--- src/rtl/nsh_pkg.sv ---
// Shared types and constants for the nearest sphere hit block.
`timescale 1ns / 1ps
package nsh_pkg;

    localparam int MAX_SPHERES = 16;
    localparam int SLOT_W      = $clog2(MAX_SPHERES);
    localparam int CNT_W       = $clog2(MAX_SPHERES + 1);

    localparam int ACC_W   = 52;   // a, h, c sums
    localparam int MUL_W   = 34;   // shared multiplier operand width
    localparam int PROD_W  = 2 * MUL_W;
    localparam int CHUNK_W = 25;   // split of wide operands for the discriminant
    localparam int E_W     = 101;  // h*h - a*c
    localparam int RAD_W   = 102;  // discriminant, 4*(h*h - a*c)
    localparam int ROOT_W  = RAD_W / 2;
    localparam int NUM_W   = 53;   // positive numerator
    localparam int DEN_W   = 49;   // 2*a
    localparam int SD_W    = 80;   // shared subtractor width
    localparam int T_W     = 31;
    localparam int DIV_STEPS  = 32;
    localparam int SQRT_STEPS = ROOT_W;
    localparam int STEP_W     = 6;

    localparam logic [T_W-1:0] NEAR_EPS = T_W'(66);
    localparam logic [T_W-1:0] T_MAX    = {T_W{1'b1}};

    localparam logic FUNC_LOAD = 1'b0;
    localparam logic FUNC_RAY  = 1'b1;

    localparam int  PADDR_W    = 3;
    localparam logic REG_ACTIVE = 1'b0;

    typedef enum logic [3:0] {
        ST_IDLE,
        ST_RD,
        ST_OC,
        ST_PMUL,
        ST_PACC,
        ST_CHKA,
        ST_EMUL,
        ST_EACC,
        ST_CHKD,
        ST_SQRT,
        ST_ROOT1,
        ST_DIV1,
        ST_ROOT2,
        ST_DIV2,
        ST_NEXT,
        ST_OUT
    } t_state;

    typedef struct packed {
        logic start;
        logic is_div;
    } t_sd_req;

endpackage

--- src/rtl/nsh_mul.sv ---
// Shared signed multiplier with registered product.
`timescale 1ns / 1ps
module nsh_mul (
    input  logic                                i_clk,
    input  logic signed [nsh_pkg::MUL_W-1:0]    i_a,
    input  logic signed [nsh_pkg::MUL_W-1:0]    i_b,
    output logic signed [nsh_pkg::PROD_W-1:0]   o_p
);

    logic signed [nsh_pkg::PROD_W-1:0] r_p;

    always_ff @(posedge i_clk) begin
        r_p <= i_a * i_b;
    end

    assign o_p = r_p;

endmodule

--- config.mk ---
export PLATFORM = sky130hd
export DESIGN_NAME = nsh_mul
export DESIGN_NICKNAME = d
export VERILOG_FILES = /design/src/rtl/nsh_pkg.sv /design/src/rtl/nsh_mul.sv
export SDC_FILE = /design/constraint.sdc
export NUM_CORES = 2
export LEC_CHECK = 0
export BUFFER_PORTS_ARGS = -buffer_cell sky130_fd_sc_hd__buf_2
export CAP_MARGIN = 20
export CORE_ASPECT_RATIO = 2
export CORE_MARGIN = 1.5
export CORE_UTILIZATION = 30
export CTS_CLUSTER_DIAMETER = 30
export CTS_CLUSTER_SIZE = 28
export DETAILED_ROUTE_END_ITERATION = 12
export GPL_TIMING_DRIVEN = 0
export PLACE_DENSITY_LB_ADDON = 0.08
export SLEW_MARGIN = 25
export SYNTH_ARGS = -nofsm -noshare
export SYNTH_HDL_FRONTEND = slang
export SYNTH_SLANG_ARGS = --single-unit
--- constraint.sdc ---
create_clock -name i_clk -period 19 [get_ports i_clk]
set_input_delay 0 -clock i_clk [delete_from_list [all_inputs] [get_ports i_clk]]
set_output_delay 0 -clock i_clk [all_outputs]
set_load 0.02 [all_outputs]
; ---- Word level (Yosys, flattened, before mapping)
; Index checks and enable logic that the tools add are counted.
[word_totals]
inputBits = 69
reg_bits = 68
out_inout_bits = 68
[op_classes]
n_mul = 1
[op_table]
columns = operator, n
row1 = $mul 34x34->68, 1

; ---- Logic depth before layout (Yosys ltp)
[depth]
word_depth = 1
mapped_depth = 31

; ---- Least setup slack after synthesis
; No wires, ideal clock.
[synth_path]
path_kind = input -> register
startpoint = in i_a[33] in the netlist's numbering
endpoint = reg r_p, in the netlist o_p[65]
arrival_time_ns = 7.418
slack_ns = 11.510
cell_stages = 24
setup_ns = 0.072
cell_sequence = clkbuf_1 -> nand2_1 -> inv_1 -> fa_1 -> fa_1 -> fa_1 -> fa_1 -> inv_1 -> fa_1 -> fa_1 -> fa_1 -> fa_1 -> inv_1 -> ha_1 -> clkdlybuf4s50_2 -> nand3_1 -> or2_2 -> nor2_1 -> a221oi_1 -> o21ai_0 -> a31oi_2 -> nor2_2 -> o41ai_2 -> xnor2_1
[synth_between]
elab_chain_cells = 1
[synth_lines]
columns = item, line
row1 = start: declaration, nsh_mul.sv:5  ; input logic signed [nsh_pkg::MUL_W-1:0] i_a,
row2 = $mul 34x34->68, nsh_mul.sv:13  ; r_p <= i_a * i_b;
row3 = end signal: assignment, nsh_mul.sv:13
row4 = end: declaration, nsh_mul.sv:10  ; logic signed [nsh_pkg::PROD_W-1:0] r_p;
; Every way passes these cells.

; ---- Final worst setup path
[layout_path]
startpoint = in i_b[5] in the netlist's numbering
endpoint = reg r_p, in the netlist o_p[67]
[layout_between]
elab_chain_cells = 1
[layout_lines]
columns = item, line
row1 = start: declaration, nsh_mul.sv:6  ; input logic signed [nsh_pkg::MUL_W-1:0] i_b,
row2 = $mul 34x34->68, nsh_mul.sv:13
; Every way passes these cells.

==> impl_results.md <==
* Layout cell share with drive strength beyond 1 at 0.05465
* Critical Path Most Common Cell: fa_1
* Critical path's largest stage delay at around 0.89 ns
* Detailed-route vias per instance at approximately 4.8
* Most frequent cells in the layout: fa_1 (1239), inv_1 (1230), and2_1 (621)
* Half-perimeter wire length after placement at between 150000 and 200000 um
* Post-route minimum period at slightly below 10 ns
* Critical path start-end classification: input port to flip-flop
* Library cell occupying the most area in the post-synthesis netlist: fa_1
* Vias in the first global route at 36330
* Outcome: finished, final reports clean
* Antenna violations before repair at 37
* Fraction of registers with async set or reset after synthesis at 0
* Remaining antenna violation count at 0
* TritonCTS clock tree: built
* Cts bufs inserted at 9
* Setup tns final at 0 ns
* DRT iter0 DRCs at 1597
* Critical-path cell with the highest stage delay: clkbuf_1
* Final Instance Area at between 40000 and 50000 um2
* Dominant cells by area after synthesis: fa_1 (58%), inv_1 (11%), and2_1 (9.0%), ha_1 (5.9%), nand2_1 (4.7%)
* CP startpoint kind: input port
* Slew Viols, Final at 0
* CTS sink cnt at 68
* Worst path arrival time at 10.08 ns
* Buffers inserted by post-CTS timing repair at 0
* Worst Path Max Fanout at 10
* Seq/Total Area, Yosys at 0.03164
* Endpoint kind of the worst setup timing path: flip-flop
* Number of register bits inferred by synthesis at between 60 and 70
* Worst-Margin Slew at 1.240 ns
* Post-route clock period utilization at 0.5142
* H-tree depth at 3
* Most frequently used flop master after synthesis: dfxtp_1
* Post-layout util at 0.3266
* Layout area overhead at 8.145%
* Number of enable-type register cells in the synthesized netlist at 0
* Root cell of the clock tree: clkbuf_16
* Family with the most delay on the worst path: adder cells
* Final number of hold-violating endpoints at 0
* Setup repair after global routing missed its margin: no
* Bufs on Longest Clock Path at 2
* Number of distinct library cells after synthesis at 69
* Core region area at around 140000 um2
* Overall die area at between 100000 and 150000 um2
* Routability congestion estimate from global placement at 1.004
* Global-route wire length before repair at around 290000 um
* Vertical extent of the die at 538.6 um
* Top-area cell type share of the netlist area at 0.5774
* Cell row count at 196
* Worst slew margin relative to its limit at 0.1737
* CTS clock-pin slew for the worst setup and hold paths at about 0.07 ns
* HP Class: input port to flip-flop
* Final global-route overflow total at 0
* Mean Syn Cell Area at roughly 9.4 um2
* Num ports at roughly 140
* Vias at ~32000
* FMAX at between 100 and 150 MHz
* Fin nets at around 6200
* Setup violations, final at 0
* Count of max-cap constraint violations at 0
* Horizontal die dimension at 270.8 um
* Number of warning messages in the yosys log at 0
* Wire length after detailed routing at 208200 um
* CP bufs+invs at 7
* Pin count of the biggest net entering global routing at 18
* Number of instances resized during post-cts repair at 0
* Number of remaining DRC errors at 0
* Number of input and output port buffers inserted at between 100 and 150
* Total of hold buffers inserted after clock tree synthesis at 0
* Netlist area before placement at 43030 um2
* Combined global-route utilization of all metal layers at 0.2923
* Instance area at placement at approximately 46000 um2
* Post-Syn Nets at 6068
* Number of instances in the synthesized netlist at ~4600
* Starting Density at 0.3020
* Number of flip-flops under the largest register name at 68
* First drt pass iteration count at 5
* Wire per inst at approximately 32 um
* Most common library cell in the layout ignoring fill and taps: fa_1
* Critical path data required time at 19.31 ns
through the flow:
| stage | hold slack (ns) | cells | setup WS (ns) |
|---|---|---|---|
| floorplan | 0.1273 | 4554 | 11.51 |
| global placement | 0.4154 | 6565 | 7.575 |
| detailed placement | 0.4147 | 6568 | 8.713 |
| CTS | 0.04938 | 6584 | 9.150 |
| global route | 0.06811 | 6588 | 9.228 |
| finish | 0.1031 | 6602 | 9.230 |
final cells by class:
type	count	area, um2
buffer	228	974.7
multi-input combinational	3026	36170
clock buffer	9	225.2
fill	15150	95950
clock inverter	7	83.83
timing repair buffer	133	698.2
sequential	68	1361
inverter	1232	4624
antenna	18	45.04
tap	1881	2354
cell usage after synthesis, drive strengths merged (5+ instances only):
cell and n:
nand3 11, inv 1231, nand2 542, o21bai 12
a21o 37, nor2b 9, buf 9, and2 623
nor3 5, a21oi 63, xor2 23, and3 8
a211oi 7, clkbuf 217, nor2 56, ha 204
a31oi 10, fa 1241, nand2b 20, dfxtp 68
xnor2 56, o41ai 6, nand4 11, o21ai 41
final timing paths:
check                 endpoint  cells past startpoint  slack, ns   start
worst max-delay path   o_p[67]                     25       9.23  i_b[5]
worst min-delay path    o_p[0]                      2       0.10  i_a[0]
logic make-up (layout without fill, tap and decap cells):
group / count (synthesis) / count (layout) / share of synthesized area
buffers and inverters: 1460 / 1609 / 0.1284
adders and majority gates: 1445 / 1445 / 0.6367
and+or+nand+nor: 1296 / 1296 / 0.1537
AOI/OAI and AO/OA: 206 / 206 / 0.03347
xor gates and xnor gates: 79 / 79 / 0.01608
DFF: 68 / 68 / 0.03164
other: 0 / 18 / 0
per-layer routing:
layer | global-route usage | vias up | wire length, um
met5 | 0 | - | 91
li1 | - | 13110 | -
met4 | 0.2971 | 16 | 26680
met2 | 0.5507 | 1097 | 113800
met3 | 0.03656 | 599 | 7290
met1 | 0.2571 | 16900 | 60310
Power is left out: the tool's default activity adds up to more than one toggle a clock period on the data nets, which glitch-free logic cannot reach.
