`config.mk`:
```
export PLATFORM = sky130hd
export DESIGN_NAME = nsh_sqdiv
export DESIGN_NICKNAME = d
export VERILOG_FILES = /design/src/rtl/nsh_pkg.sv /design/src/rtl/nsh_sqdiv.sv
export SDC_FILE = /design/constraint.sdc
export NUM_CORES = 1
export LEC_CHECK = 0
export BUFFER_PORTS_ARGS = -buffer_cell sky130_fd_sc_hd__buf_2
export CAP_MARGIN = 10
export CORE_MARGIN = 4
export CORE_UTILIZATION = 45
export DETAILED_ROUTE_END_ITERATION = 10
export PLACE_DENSITY_LB_ADDON = 0.15
export SLEW_MARGIN = 20
export SYNTH_ARGS = -nofsm -noshare
export SYNTH_HDL_FRONTEND = slang
export SYNTH_SLANG_ARGS = --single-unit
```
`constraint.sdc`:
```
create_clock -name i_clk -period 6.7 [get_ports i_clk]
set_input_delay 0.67 -clock i_clk [delete_from_list [all_inputs] [get_ports i_clk]]
set_output_delay 0.67 -clock i_clk [all_outputs]
set_load 0.005 [all_outputs]
```
`src/rtl/nsh_pkg.sv`:
```
// Shared types and constants for the nearest sphere hit block.
`timescale 1ns / 1ps
package nsh_pkg;

    localparam int MAX_SPHERES = 16;
    localparam int SLOT_W      = $clog2(MAX_SPHERES);
    localparam int CNT_W       = $clog2(MAX_SPHERES + 1);

    localparam int ACC_W   = 52;   // a, h, c sums
    localparam int MUL_W   = 34;   // shared multiplier operand width
    localparam int PROD_W  = 2 * MUL_W;
    localparam int CHUNK_W = 25;   // split of wide operands for the discriminant
    localparam int E_W     = 101;  // h*h - a*c
    localparam int RAD_W   = 102;  // discriminant, 4*(h*h - a*c)
    localparam int ROOT_W  = RAD_W / 2;
    localparam int NUM_W   = 53;   // positive numerator
    localparam int DEN_W   = 49;   // 2*a
    localparam int SD_W    = 80;   // shared subtractor width
    localparam int T_W     = 31;
    localparam int DIV_STEPS  = 32;
    localparam int SQRT_STEPS = ROOT_W;
    localparam int STEP_W     = 6;

    localparam logic [T_W-1:0] NEAR_EPS = T_W'(66);
    localparam logic [T_W-1:0] T_MAX    = {T_W{1'b1}};

    localparam logic FUNC_LOAD = 1'b0;
    localparam logic FUNC_RAY  = 1'b1;

    localparam int  PADDR_W    = 3;
    localparam logic REG_ACTIVE = 1'b0;

    typedef enum logic [3:0] {
        ST_IDLE,
        ST_RD,
        ST_OC,
        ST_PMUL,
        ST_PACC,
        ST_CHKA,
        ST_EMUL,
        ST_EACC,
        ST_CHKD,
        ST_SQRT,
        ST_ROOT1,
        ST_DIV1,
        ST_ROOT2,
        ST_DIV2,
        ST_NEXT,
        ST_OUT
    } t_state;

    typedef struct packed {
        logic start;
        logic is_div;
    } t_sd_req;

endpackage

```
`src/rtl/nsh_sqdiv.sv`:
```
// Iterative square root and fractional divider sharing one subtractor.
`timescale 1ns / 1ps
module nsh_sqdiv (
    input  logic                            i_clk,
    input  logic                            i_rst_n,
    input  nsh_pkg::t_sd_req                i_req,
    input  logic [nsh_pkg::RAD_W-1:0]       i_rad,
    input  logic [nsh_pkg::NUM_W-1:0]       i_num,
    input  logic [nsh_pkg::DEN_W-1:0]       i_den,
    output logic                            o_done,
    output logic [nsh_pkg::ROOT_W-1:0]      o_root,
    output logic [nsh_pkg::T_W-1:0]         o_quot
);

    localparam int W = nsh_pkg::SD_W;

    logic                           r_busy;
    logic                           r_done;
    logic                           r_div;
    logic [nsh_pkg::STEP_W-1:0]     r_cnt;
    logic                           r_sat;
    logic [W-1:0]                   r_rem;
    logic [nsh_pkg::RAD_W-1:0]      r_opnd;
    logic [nsh_pkg::ROOT_W-1:0]     r_acc;

    logic [W-1:0] rem_sh;
    logic [W-1:0] trial;
    logic [W-1:0] lhs;
    logic [W-1:0] rhs;
    logic [W:0]   diff;
    logic         ge;

    assign rem_sh = {r_rem[W-3:0], r_opnd[nsh_pkg::RAD_W-1 -: 2]};
    assign trial  = {{(W - nsh_pkg::ROOT_W - 2){1'b0}}, r_acc, 2'b01};
    assign lhs    = r_div ? r_rem : rem_sh;
    assign rhs    = r_div ? r_opnd[W-1:0] : trial;
    assign diff   = {1'b0, lhs} - {1'b0, rhs};
    assign ge     = ~diff[W];

    always_ff @(posedge i_clk) begin
        if (!i_rst_n) begin
            r_busy <= 1'b0;
            r_done <= 1'b0;
            r_div  <= 1'b0;
            r_cnt  <= '0;
        end else begin
            r_done <= 1'b0;
            if (i_req.start) begin
                r_busy <= 1'b1;
                r_div  <= i_req.is_div;
                r_cnt  <= i_req.is_div ? nsh_pkg::STEP_W'(nsh_pkg::DIV_STEPS - 1)
                                       : nsh_pkg::STEP_W'(nsh_pkg::SQRT_STEPS - 1);
            end else if (r_busy) begin
                if (r_cnt == '0) begin
                    r_busy <= 1'b0;
                    r_done <= 1'b1;
                end else begin
                    r_cnt <= r_cnt - 1'b1;
                end
            end
        end
    end

    // datapath: restoring steps, one bit per cycle
    always_ff @(posedge i_clk) begin
        if (i_req.start) begin
            r_acc <= '0;
            r_sat <= 1'b0;
            if (i_req.is_div) begin
                r_rem  <= {{(W - nsh_pkg::NUM_W - 16){1'b0}}, i_num, 16'b0};
                r_opnd <= {{(nsh_pkg::RAD_W - nsh_pkg::DEN_W - 31){1'b0}}, i_den, 31'b0};
            end else begin
                r_rem  <= '0;
                r_opnd <= i_rad;
            end
        end else if (r_busy) begin
            r_acc <= {r_acc[nsh_pkg::ROOT_W-2:0], ge};
            if (r_div) begin
                r_rem  <= ge ? diff[W-1:0] : r_rem;
                r_opnd <= r_opnd >> 1;
                // quotient bit 31 set: beyond the 31-bit range
                if (r_cnt == nsh_pkg::STEP_W'(nsh_pkg::DIV_STEPS - 1) && ge) begin
                    r_sat <= 1'b1;
                end
            end else begin
                r_rem  <= ge ? diff[W-1:0] : rem_sh;
                r_opnd <= r_opnd << 2;
            end
        end
    end

    assign o_done = r_done;
    assign o_root = r_acc;
    assign o_quot = r_sat ? nsh_pkg::T_MAX : r_acc[nsh_pkg::T_W-1:0];

endmodule

```
======== Word-level counts from Yosys, hierarchy flattened ========
Index checks and enable logic that the tools add are counted.
operators by class
  add/sub/neg operators ................... 2
  equal/unequal tests ..................... 3
  mux-type cells .......................... 21
  bitwise operators ....................... 3
  reductions and logical operators ........ 7
operators with widths
  cell                                                                   number
  80-bit two-way mux                                                     7
  102-bit two-way mux                                                    4
  80-bit by 80-bit subtractor with 81-bit output                         1
  69-bit two-way mux                                                     1
  31-bit two-way mux                                                     1
  6-bit two-way mux                                                      4
  6-bit by 5-bit equality test with 1-bit output, second input constant  1
  6-bit logical NOT                                                      1
  6-bit by 1-bit subtractor with 6-bit output, second input constant     1
  1-bit two-way mux                                                      4
  2-bit AND reduction                                                    2
  3-bit != test, second input constant                                   1
  1-bit inverter                                                         3
  3-bit AND reduction                                                    1
  3-bit OR reduction                                                     1
  2-bit != test, second input constant                                   1
  2-bit nonzero test                                                     1
  1-bit logical AND                                                      1
word-level totals
  bits in registers ....................... 243
  bits of input ports ..................... 208
  logic and storage cells ................. 44

======== Depth between registers and ports, before layout ========
Gate-level depths: netlist (run 1).
  depth after elaboration ................. 6
  depth in mapped cells ................... 19
  gate-level depth less buffers ........... 13

======== Worst setup path after synthesis (run 1) ========
No wires, ideal clock.
  path type ............................... flip-flop to flip-flop
  start point ............................. reg r_div
  end point ............................... reg r_rem[0] (enable)
  arrival time ............................ 5.330 ns
  required time ........................... 6.253 ns
  path slack .............................. 0.923 ns
  stages on the path, launching flop included .. 17
  path through ............................ dfxtp_1 > clkbuf_1 > clkbuf_1 > buf_1 > clkbuf_1 > nand2_1 > ha_1 > clkbuf_1 > nand4_1 > nor4_1 > nor3_1 > o21ai_0 > a21oi_1 > a21oi_1 > a31oi_1 > o21ai_0 > and2_1
on the way
  word-level cells in the longest chain between the ends .. 4
RTL lines
  element                                         RTL line                          source
  start: declaration                              nsh_sqdiv.sv:19                   logic r_div;
  start signal: assignment                        nsh_sqdiv.sv:50                   r_div <= i_req.is_div;
  80-bit two-way mux, on equally long branches    nsh_sqdiv.sv:35, nsh_sqdiv.sv:36
  80-bit by 80-bit subtractor with 81-bit output  nsh_sqdiv.sv:37                   assign diff = {1'b0, lhs} - {1'b0, rhs};
  3-bit != test (no source line) *                n/a
  2-bit AND reduction (no source line) *          n/a
  end signal: assignment                          nsh_sqdiv.sv:70                   r_rem <= {{(W - nsh_pkg::NUM_W - 16){1'b0}}, i_num, 16'b0};
  end signal: assignment                          nsh_sqdiv.sv:79                   r_rem <= ge ? diff[W-1:0] : r_rem;
  end signal: assignment                          nsh_sqdiv.sv:86                   r_rem <= ge ? diff[W-1:0] : rem_sh;
  end: declaration                                nsh_sqdiv.sv:22                   logic [W-1:0] r_rem;
Every way passes the cells marked *; elsewhere a longest branch is shown, timed or not.
A chain may end at the register's enable or synchronous reset.

======== Worst setup path in the final report (run 1) ========
  start point ............................. reg r_div
  end point ............................... reg r_rem[25] (data pin)
on the way
  word-level cells in the longest chain between the ends .. 6
RTL lines
  element                                         RTL line                          source
  80-bit two-way mux, on equally long branches    nsh_sqdiv.sv:35, nsh_sqdiv.sv:36
  80-bit by 80-bit subtractor with 81-bit output  nsh_sqdiv.sv:37
  80-bit two-way mux, on equally long branches    nsh_sqdiv.sv:86, nsh_sqdiv.sv:79
  80-bit two-way mux *                            nsh_sqdiv.sv:78                   if (r_div) begin
  80-bit two-way mux *                            nsh_sqdiv.sv:76                   end else if (r_busy) begin
  80-bit two-way mux *                            nsh_sqdiv.sv:66                   if (i_req.start) begin
Every way passes the cells marked *; elsewhere a longest branch is shown, timed or not. The select of a mux whose other input is x is not followed.

==> results.toml, run 1 <==
[global_routing]
grt_antenna_before_repair = 0
grt_use_met2_pct = 41.4
grt.busiest_layer = "met2"
use_met1_pct = 36.7
grt_usage_pct = 25.5
use_met3_pct = 3.77
grt_max_degree = 89
grt_pass1_vias = 16100
grt_pass1_wl_um = 91800
grt-ovfl-total = 0

[placed_design]
hpwl_um = 43800
dpl-instance-area_sq_um = 20100
gp_congestion = 0.948
portBuffers = 290

[detailed_routing]
drc_errors = 0
antenna_left = 0
firstDrtPassIters = 5
vias = 16400
vias_per_cell = 5.98
wl_per_cell_um = 21.4
first_iter_violations = 1299
totalWireLength_um = 58800

[setup_path]
path_class = "reg -> reg"
cp_slowest_cell = "dfxtp_4"
crit_path_end_kind = "flip-flop"
cp_slowest_stage_delay_ns = 0.78
cpMostUsedCell = "buf_4"
worst_setup_path_start_kind = "flip-flop"
path_cells = "buf_12 -> buf_4 -> mux2i_1 -> ha_1 -> o21ai_1 -> nand2b_1 -> a31oi_1 -> nand3_1 -> a21oi_2 -> o211ai_2 -> a41oi_4 -> buf_4 -> buf_4 -> o21ai_0 -> a22o_1"
critPathArrivalTime_ns = 5.52
critPathMaxFanout = 80
crit_required_ns = 7.02

[logic_synthesis]
ys_seq_area_share_pct = 36.6
post_synth_main_area_contributors = "edfxtp_1, mux2i_1, dfxtp_1, ha_1, mux2_2"
synth.top_cell.area_share_pct = 29.9
ys_warn_count = 0
synth_edf_count = 182
synth_cells = 1993
synth_area_sq_um = 18300
synthesis.nets = 2285
yosysTopAreaCell = "edfxtp_1"
yosysUniqueCellTypes = 82
yosys_register_bits = 243
synthArstFlopShare_pct = 0
ys.flop_type = "edfxtp_1"
avgSynthCellArea_sq_um = 9.16

[floorplan]
start_util_pct = 45.8
die_w_um = 209
die-height_um = 209
dieArea_sq_um = 43900
ios = 291
coreArea_sq_um = 39900
rows = 73

[cells_and_area]
synthToLayoutAreaGrowth_pct = 15.2
antennaDiodeCount = 0
design_area_sq_um = 21000
drive_gt1_share_pct = 22.5
fin_nets = 2489
layout_common_cells = "buf_2, nand2_1, edfxtp_1, a21oi_1, nor2_1"
fillers = 3762
final_common_cell = "buf_2"

[cts]
cts_setup_buffers = 0
cts_tree = "done"
clk_pin_slew_ns = 0.06
root_buffer = "clkbuf_16"
cts.path.max_buffers = 3
cts.sinks = 243
ctsHoldBuffers = 0
htreeDepth = 1
numCtsBuffers = 29
insertion_delay_ns = 0.57
cts.repair.resized = 0

[timing]
rsz0062_at_grt = "no"
period_share_pct = 77.6
finalSetupViolations = 0
whs_ns = 0.380
timing.fmax_ghz = 0.192
min_period_ns = 5.20
setup_tns_ns = 0
hold_viol = 0
fin_skew_ns = 0.0140
final_max_slew_viol_count = 0
slew_headroom_pct = 31.9
worst_pin_slew_ns = 1.02

[power]
ir_worst_vdd_uv = 245
power_leakage_uw = 0.00870
power.total_uw = 9890
power_density_nw_per_um2 = 470

[job]
cap_violations = 0

[outcome]
status = "completed"

[worst_hold_path]
hold_path.class = "in -> reg"
[registers in the layout, indices dropped and copies added (netlist names)]
register,count
r_sat,1
r_cnt,6
r_rem,80
r_busy,1
o_root,51
o_done,1
r_div,1
r_opnd,102
[worst paths after layout]
path / from / end / slack (ns) / cells after the start
max reg2reg: r_div / r_rem[25] / 1.50 / 15
min reg2reg: o_root[40] / o_root[40] / 0.55 / 2
min: i_rad[99] / r_opnd[99] / 0.38 / 3
max: r_div / r_rem[25] / 1.50 / 15
[cells in the mapped netlist (5+ instances only)]
cell type  count
nand2_1      218
edfxtp_1     182
a21oi_1      167
nor2_1       163
mux2i_1      156
o21ai_0      108
ha_1          83
clkbuf_1      81
mux2_2        78
a22o_1        66
dfxtp_1       61
a221o_1       46
o21ai_1       46
xnor2_1       43
inv_1         39
a21o_1        35
or2_2         35
nand4_1       34
xor2_1        30
buf_2         29
o21bai_1      28
nand3_1       27
buf_1         22
nor3_1        21
a22oi_1       13
a31oi_1       13
nor2b_1       13
nand2b_1      12
or3_1         11
a211oi_1      10
a221oi_1       8
nor4_1         8
o21a_1         8
o211ai_1       7
and3_1         5
or4_1          5
[kinds of logic after synthesis]
logic type,Yosys count,share of synthesized area [%]
compound gates,613,22.6
xor+xnor,73,3.50
fa+ha+maj,84,5.80
buf+inv,177,3.97
flops,243,36.6
mux,234,13.4
simple gates,569,14.2
[worst max-delay path, delay by kind of cell, from the launching register on]
family                     cells  cell delay, ns
buffers and inverters          4            1.63
AOI/OAI and AO/OA              7            1.61
DFF                            1            0.78
adders and majority gates      1            0.33
and+or+nand+nor                2            0.26
muxes                          1            0.24
[cell type report]
cell class / count / area, sq um / share of cell area (%)
repair buffers: 311 / 1660 / 7.90
inverters: 39 / 146 / 0.696
well taps: 525 / 657 / 3.12
clock inverters: 13 / 171 / 0.815
clock buffers: 41 / 812 / 3.86
flip-flops and latches: 243 / 6700 / 31.8
multi-input cells: 1573 / 10900 / 51.8
[stage by stage]
stage | utilization, % | setup slack (ns) | std cells
2_1_floorplan | - | 0.923 | 1993
3_3_place_gp | 50.2 | 1.65 | 2690
3_5_place_dp | 50.2 | 1.53 | 2691
4_1_cts | 52.7 | 1.54 | 2745
5_1_grt | 52.7 | 1.20 | 2745
6_report | 52.7 | 1.50 | 2745
[per-layer routing]
layer	vias up	wire (um)	share of wire (%)
li1	7870	-	-
met4	0	1080	1.8
met2	563	26900	46
met1	7905	26900	46
met3	67	3840	6.5
met5	-	0	0
[power breakdown]
group          switching (uW)  internal [uW]  total (uW)
Combinational            3540           2280        5810
Clock                     647            996        1640
Sequential                313           2120        2430
Power figures use the tool's default switching activity.
==> run 2: changes to the inputs <==
==> constraint.sdc (replaced) <==
create_clock -name i_clk -period 4.5 [get_ports i_clk]
set_input_delay 0.45 -clock i_clk [delete_from_list [all_inputs] [get_ports i_clk]]
set_output_delay 0.45 -clock i_clk [all_outputs]
set_load 0.005 [all_outputs]
==> results.toml, run 2 (synthesis gave the netlist of run 1 again) <==
[outcome]
status = "completed"

[power]
power_leakage_uw = 0.00922
power.total_uw = 15500
p_sw_share_pct = 44.7
power.share.clock_pct = 14.7
p_comb_share_pct = 61.9
ir_worst_vdd_uv = 449
seqPwrFrac_pct = 23.4
power_switching_uw = 6920
power_density_nw_per_um2 = 707
p_int_uw = 8560

[timing]
fin_skew_ns = 0.0136
finalSetupViolations = 0
worst_pin_slew_ns = 0.781
min_period_ns = 4.24
period_share_pct = 94.3
final_max_slew_viol_count = 0
setup_tns_ns = 0
hold_viol = 0
timing.fmax_ghz = 0.236
slew_headroom_pct = 47.8
rsz0062_at_grt = "no"
whs_ns = 0.148

[cells_and_area]
drive_gt1_share_pct = 26.1
synthToLayoutAreaGrowth_pct = 19.9
layout_common_cells = "buf_2, nand2_1, edfxtp_1, a21oi_1, nor2_1"
largest_register = "r_opnd"
final_common_cell = "buf_2"
fin_nets = 2596
largest_reg_flops = 102

[global_routing]
grt_pass1_wl_um = 93200
grt_max_degree = 100
grt-ovfl-total = 0
grt_usage_pct = 25.8
grt_pass1_vias = 16900
grt_antenna_before_repair = 0

[detailed_routing]
vias = 16700
first_iter_violations = 1258
drc_errors = 0
antenna_left = 0
firstDrtPassIters = 5
vias_per_cell = 5.84
totalWireLength_um = 59300
wl_per_cell_um = 20.8

[cts]
cts_setup_buffers = 0
cts.repair.resized = 0
numCtsBuffers = 29
cts.path.max_buffers = 3
cts.sinks = 243
htreeDepth = 1
clk_pin_slew_ns = 0.06
insertion_delay_ns = 0.57
cts_tree = "done"
root_buffer = "clkbuf_16"
ctsHoldBuffers = 0

[setup_path]
crit_path_end_kind = "flip-flop"
critPathMaxFanout = 46
cp_slowest_cell = "dfxtp_4"
path_class = "reg -> reg"
cp_slowest_stage_delay_ns = 0.37
cpMostUsedCell = "buf_12"
worst_setup_path_start_kind = "flip-flop"
critPathArrivalTime_ns = 4.55
crit_required_ns = 4.81
path_cells = "buf_12 -> buf_12 -> mux2i_1 -> ha_1 -> a21oi_1 -> o21ai_0 -> nor2_1 -> nand3_1 -> a21oi_2 -> o211ai_2 -> a31oi_1 -> o21ai_0 -> and2_4 -> buf_12"

[placed_design]
gp_congestion = 0.953
portBuffers = 290
hpwl_um = 45000

[job]
cap_violations = 0

[worst_hold_path]
hold_path.class = "in -> reg"

[floorplan]
die_w_um = 209
coreArea_sq_um = 39900
ios = 291
start_util_pct = 45.8
die-height_um = 209
dieArea_sq_um = 43900
rows = 73
run 2: cell types whose count changed in the layout (fill, tap and decap cells not counted), moves of 3 or more:
cell / delta
clkinv_4: +3
bufinv_16: -4
clkbuf_8: +3
buf_4: +98
buf_12: +8
run 2: critical path, delay by kind of cell, from the launching register on:
| kind | cells | cell delay [ns] |
|---|---|---|
| AND/OR/NAND/NOR | 3 | 0.74 |
| multiplexers | 1 | 0.27 |
| buffers and inverters | 3 | 0.64 |
| flip-flops | 1 | 0.37 |
| AO/OA/AOI/OAI | 6 | 1.55 |
| adder cells (fa/ha/maj) | 1 | 0.37 |
run 2: through the flow:
stage | area [sq um] | worst slack [ns] | util, % | instances
final | 21900 | 0.258 | 54.9 | 2852
after global routing | 21900 | 0.0222 | 54.9 | 2851
after CTS | 21900 | 0.246 | 54.8 | 2850
after detailed placement | 21000 | 0.267 | 52.5 | 2797
after global placement | 21000 | 0.330 | 52.5 | 2797
after floorplan | 18300 | 0.00469 | - | 1993
run 2: cell type report:
type	count	area (sq um)
Fill cell	3715	18000
Multi-Input combinational cell	1573	10900
Sequential cell	243	6700
Timing Repair Buffer	418	2580
Clock buffer	43	850
Tap cell	525	657
Inverter	39	146
Clock inverter	10	66.3
Antenna cell	1	2.50
run 2: power by group through the flow:
stage	sequential, uW	combinational [uW]	clock, uW
4_1_cts	3610	9470	2310
3_5_place_dp	3640	9400	0
3_3_place_gp	3640	9330	0
2_1_floorplan	3420	6600	0
5_1_grt	3670	10500	2400
6_report	3620	9590	2270
run 2: per-layer routing:
| layer | vias to the layer above | global-route usage, % | part of all wire [%] |
|---|---|---|---|
| met4 | 0 | 5.06 | 2.0 |
| li1 | 8092 | - | - |
| met1 | 7984 | 36.5 | 46 |
| met3 | 60 | 3.59 | 6.0 |
| met5 | - | 0 | 0 |
| met2 | 520 | 42.8 | 46 |
run 2: final timing paths:
| kind | from | end | slack (ns) | cells after the start |
|---|---|---|---|---|
| worst max-delay path | r_div | r_rem[40] | 0.26 | 14 |
| worst min-delay path | i_rst_n | o_done | 0.15 | 3 |
| worst max register to register | r_div | r_rem[40] | 0.26 | 14 |
| worst min register to register | o_root[50] | o_root[50] | 0.53 | 2 |
